`src/rtl/core/hlv_pkg.sv`:
```
// ----------------------------------------------------------------------------
// hlv_pkg
// Shared types and constants of the line hough vote accumulator.
// ----------------------------------------------------------------------------
package hlv_pkg;

    // command codes
    localparam logic [1:0] CMD_VOTE  = 2'd0;
    localparam logic [1:0] CMD_READ  = 2'd1;
    localparam logic [1:0] CMD_CLEAR = 2'd2;

    // configuration register indexes
    localparam logic [1:0] CFG_RHO_OFFSET    = 2'd0;
    localparam logic [1:0] CFG_INV_RHO_STEP  = 2'd1;
    localparam logic [1:0] CFG_RHO_BIN_COUNT = 2'd2;

    localparam logic [11:0] RHO_OFFSET_RST    = 12'd801;
    localparam logic [15:0] INV_RHO_STEP_RST  = 16'd4096;
    localparam logic [11:0] RHO_BIN_COUNT_RST = 12'd1602;

    // pi in q30 and the cell saturation limit
    localparam logic [63:0] PI_Q30    = 64'd3373259426;
    localparam logic [18:0] COUNT_MAX = 19'd524287;

    typedef struct packed {
        logic [1:0]  command;
        logic [7:0]  pixel_value;
        logic [9:0]  pixel_x;
        logic [8:0]  pixel_y;
        logic [7:0]  angle_index;
        logic [10:0] rho_index;
    } t_in;

    typedef struct packed {
        logic [18:0] vote_count;
        logic [7:0]  vote_byte;
    } t_out;

    typedef enum logic [2:0] {
        ST_CLEAR,
        ST_IDLE,
        ST_VOTE,
        ST_DRAIN,
        ST_RD_ADDR,
        ST_RD_OUT
    } t_state;

    // controller to datapath
    typedef struct packed {
        logic capture;
        logic issue;
        logic clr_start;
        logic clr_en;
        logic rd_sel;
        logic out_load;
    } t_ctrl_cmd;

    // datapath to controller
    typedef struct packed {
        logic vote_ok;
        logic last_angle;
        logic pipe_empty;
        logic clr_done;
    } t_dp_status;

endpackage

```
`src/rtl/core/hlv_ctrl.sv`:
```
// ----------------------------------------------------------------------------
// hlv_ctrl
// Command sequencer: clear sweep, vote issue and drain, cell read.
// ----------------------------------------------------------------------------
module hlv_ctrl (
    input  logic                i_clk,
    input  logic                i_rst_n,
    input  logic                i_start,
    input  logic [1:0]          i_command,
    input  hlv_pkg::t_dp_status i_status,
    output logic                o_busy,
    output hlv_pkg::t_ctrl_cmd  o_cmd
);

    hlv_pkg::t_state r_state;
    hlv_pkg::t_state n_state;
    logic            accept;

    assign accept = i_start && (r_state == hlv_pkg::ST_IDLE);

    // state register, clear sweep runs out of reset
    always_ff @(posedge i_clk) begin
        if (!i_rst_n) begin
            r_state <= hlv_pkg::ST_CLEAR;
        end else begin
            r_state <= n_state;
        end
    end

    // next state
    always_comb begin
        n_state = r_state;
        case (r_state)
            hlv_pkg::ST_CLEAR: begin
                if (i_status.clr_done) n_state = hlv_pkg::ST_IDLE;
            end
            hlv_pkg::ST_IDLE: begin
                if (i_start) begin
                    case (i_command)
                        hlv_pkg::CMD_VOTE: begin
                            if (i_status.vote_ok) n_state = hlv_pkg::ST_VOTE;
                        end
                        hlv_pkg::CMD_READ:  n_state = hlv_pkg::ST_RD_ADDR;
                        hlv_pkg::CMD_CLEAR: n_state = hlv_pkg::ST_CLEAR;
                        default:            n_state = hlv_pkg::ST_IDLE;
                    endcase
                end
            end
            hlv_pkg::ST_VOTE: begin
                if (i_status.last_angle) n_state = hlv_pkg::ST_DRAIN;
            end
            hlv_pkg::ST_DRAIN: begin
                if (i_status.pipe_empty) n_state = hlv_pkg::ST_IDLE;
            end
            hlv_pkg::ST_RD_ADDR: n_state = hlv_pkg::ST_RD_OUT;
            hlv_pkg::ST_RD_OUT:  n_state = hlv_pkg::ST_IDLE;
            default:             n_state = hlv_pkg::ST_IDLE;
        endcase
    end

    // datapath commands
    always_comb begin
        o_busy          = (r_state != hlv_pkg::ST_IDLE);
        o_cmd           = '0;
        o_cmd.capture   = accept;
        o_cmd.clr_start = accept && (i_command == hlv_pkg::CMD_CLEAR);
        o_cmd.issue     = (r_state == hlv_pkg::ST_VOTE);
        o_cmd.clr_en    = (r_state == hlv_pkg::ST_CLEAR);
        o_cmd.rd_sel    = (r_state == hlv_pkg::ST_RD_ADDR);
        o_cmd.out_load  = (r_state == hlv_pkg::ST_RD_OUT);
    end

endmodule

```
`config.mk`:
```
export PLATFORM = sky130hd
export DESIGN_NAME = hlv_ctrl
export DESIGN_NICKNAME = d
export VERILOG_FILES = /design/src/rtl/core/hlv_pkg.sv /design/src/rtl/core/hlv_ctrl.sv
export SDC_FILE = /design/constraint.sdc
export NUM_CORES = 1
export LEC_CHECK = 0
export BUFFER_PORTS_ARGS = -buffer_cell sky130_fd_sc_hd__buf_2
export CAP_MARGIN = 20
export CORE_AREA = 2 2 39 41
export DETAILED_ROUTE_END_ITERATION = 8
export DIE_AREA = 0 0 41 43
export GPL_ROUTABILITY_DRIVEN = 0
export PLACE_DENSITY = 0.53
export SLEW_MARGIN = 20
export SYNTH_ARGS = -nofsm -noshare
export SYNTH_HDL_FRONTEND = slang
export SYNTH_SLANG_ARGS = --single-unit
```
`constraint.sdc`:
```
create_clock -name i_clk -period 1.79 [get_ports i_clk]
set_input_delay 0.358 -clock i_clk [delete_from_list [all_inputs] [get_ports i_clk]]
set_output_delay 0.358 -clock i_clk [all_outputs]
set_load 0.01 [all_outputs]
```
==> results by group <==
Floorplanning
  – Core ar.: between 0.001 and 0.0015 mm²
  – Die Width: 41 µm
  – I/O Pins: 16
  – Row cnt: 14
  – Die area: 0.00176 mm²
  – Initial Util: a little over a fifth
  – Die Y: 43 µm

STA
  – Setup Viol. Count Final: 0
  – Worst slew margin: roughly 73%
  – Clock skew: 0.000807 ns
  – Final period utilization: between 90% and 100%
  – Endpoints failing hold: 0
  – Final Critical Period: about 1.7 ns
  – Max frequency: 594 MHz
  – Fin Setup TNS: 0 ns
  – Tightest Pin Transition: around 0.41 ns
  – RSZ-0062 raised after global routing: false
  – Max Slew Vio Count: 0

Synthesis
  – Top_reg_cell synth: dfxtp_1
  – Multiplexer share of the synthesized area: 10.0%
  – Synth Instances: 33
  – Yosys cell types: 21
  – Post-synthesis adder-cell area fraction: 0%
  – Combinational family with the most area after synthesis: simple AND/OR/NAND/NOR gates
  – Sequential element share of the synthesized area: 20.0%
  – Post-synth EDFFs: 0
  – Top cells by area, synth: dfxtp_1, mux2i_1, a2111oi_4
  – Syn Area/Cell: 9.10 µm²
  – Post-synthesis simple-gate area fraction: 40.4%
  – Async set or reset register ratio after synthesis: 0%
  – Post-Syn Area: 300 µm²
  – Ys Warns: 0
  – Complex-gate fraction of the synthesized area: a little over a fifth
  – Synthesized Nets: 42
  – Post-synth top area cell: dfxtp_1
  – Post-Synth XOR/XNOR Area: 0%
  – Synth Register Bits: 3
  – Top-area cell type share of the netlist area: 20.0%

Placement
  – Placed Instances: 61
  – Cell area after placement: 372 µm²
  – Port bufs: 15

Power
  – Seq pwr share: 27.4%
  – Sw Ratio: approximately two fifths
  – Combinational group share of total power: between 40% and 50%
  – Clock power share: 25.3%
  – Leak pwr: about 0.19 nW
  – Worst VDD drop: 0.251 mV
  – P per Cell Area: between 1000 and 1500 mW/mm²
  – Psw: about 0.18 mW
  – Int Pwr: 0.275 mW

Clock tree
  – CTS tree: done
  – Post-cts sizing count: 0
  – Num CTS Buffers: 3
  – Max H-tree Level: 1
  – Root Buffer: clkbuf_4
  – Clock-pin transition on the worst setup and hold timing paths: about 0.04 ns
  – Number of setup buffers added after CTS: 0
  – CTS max path bufs: 2
  – Clk Latency, worst-skew pair: around 0.23 ns
  – CTS sink count: 3
  – Post-CTS Hold Fix Bufs: 0

Cells and area
  – Finished Core Util: 28.8%
  – Fillers: 152
  – Top Registers: r_state x3
  – Non-Filler Instances: 65
  – Final instance area: slightly below 400 µm²
  – Register Area: 60.1 µm²
  – Area grow syn2layout: 32.5%
  – Max FFs per register: 3
  – Most frequent cells in the layout: buf_2, nor2b_1
  – Area of the multi-input gates: 216 µm²
  – NumNets Final: just under 60
  – Most common cell after layout, fill and taps aside: buf_2
  – Share of post-route cells with drive strength above 1: between 40% and 50%
  – Largest Register: r_state
  – Ant diodes: 0

Setup path
  – Worst r2r src: r_state[0]$_SDFFE_PN0P_
  – Critical Path AT: ~1.3 ns
  – CP Data Required Time: 1.43 ns
  – Startpoint Class: flop
  – Setup Crit Path Kind: flop to output pin
  – Crit. End Element: output pin
  – Setup crit start: r_state[0]$_SDFFE_PN0P_
  – CP max FO: 12

Routing
  – Wire length on met3: 47 µm
  – Initial DRC Count: 4
  – Drt via density: 4.45
  – Top sig layer: met3
  – Wire length on met2: 318 µm
  – Routed len/inst: 10.9 µm
  – Vias: around 290
  – Met1 WL: 341 µm
  – Drt total wl: 707 µm
  – Final ANT Viol Nets: 0
  – Pre-antenna DRT Iters: 2
  – DRC: 0

Global route
  – Vias in the first global route: around 260
  – Global-route wire length before repair: about 1100 µm
  – Gr ovfl total: 0
  – Initial antenna violation count: 0
  – Largest net degree at the start of global routing: 13
  – Gr usage total: 9.32%

Outcome
  – Status: finished, final reports clean

Hold path
  – Worst hold start: i_rst_n
  – Hold crit path type: input port to flop

Flow run
  – Max_cap viols: 0
## per-layer routing
metal  vias up  track usage, %
li1        151               -
met1       128            12.5
met2        10            10.6
met3         0            4.19
met4         0            8.00
met5         -               0
## through the flow
step           hold slack (ns)  power, mW  setup slack, ns
3_5_place_dp             0.635      0.345            0.258
6_report                 0.394      0.459            0.108
4_1_cts                  0.391      0.468            0.100
5_1_grt                  0.395      0.504           0.0245
3_3_place_gp             0.625      0.342            0.312
2_1_floorplan            0.500      0.301            0.499
## layout make-up
| type | instances | area share (%) |
|---|---|---|
| repair buffers | 15 | 18.9 |
| flip-flops and latches | 3 | 15.1 |
| clock buffers | 4 | 6.60 |
| well taps | 16 | 5.03 |
| multi-input cells | 27 | 54.4 |
## path summary, 6_finish.rpt
| kind | slack (ns) | to | depth (start not counted) |
|---|---|---|---|
| min | 0.39 | r_state[1]$_SDFFE_PN0P_ | 2 |
| max | 0.11 | o_cmd[3] | 3 |
| min reg2reg | 0.68 | r_state[2]$_SDFFE_PN0P_ | 1 |
| max reg2reg | 0.25 | r_state[0]$_SDFFE_PN0P_ | 4 |
## cells in the mapped netlist (2+ instances only)
master,number
dfxtp_1,3
nand2_1,2
nor2_1,3
mux2i_1,3
nor3_1,2
and3b_1,2
nor2b_1,4
## logic make-up (layout without fill, tap and decap cells)
family	Yosys count	in the layout
compound gates	5	5
buf+inv	3	19
flops	3	3
mux	3	3
simple gates	19	19
## worst max-delay path, cell delays in order, from the launching register on
cell and delay [ns]:
dfxtp_1 0.56, and3_1 0.25, and3b_1 0.16, buf_2 0.12
## power groups by stage
stage	clock network (mW)	logic [mW]	registers (mW)
after global routing	0.134	0.240	0.130
after detailed placement	0	0.218	0.127
after floorplan	0	0.205	0.0951
after CTS	0.123	0.220	0.126
after global placement	0	0.219	0.123
final	0.116	0.217	0.126
Power figures use the tool's default switching activity.
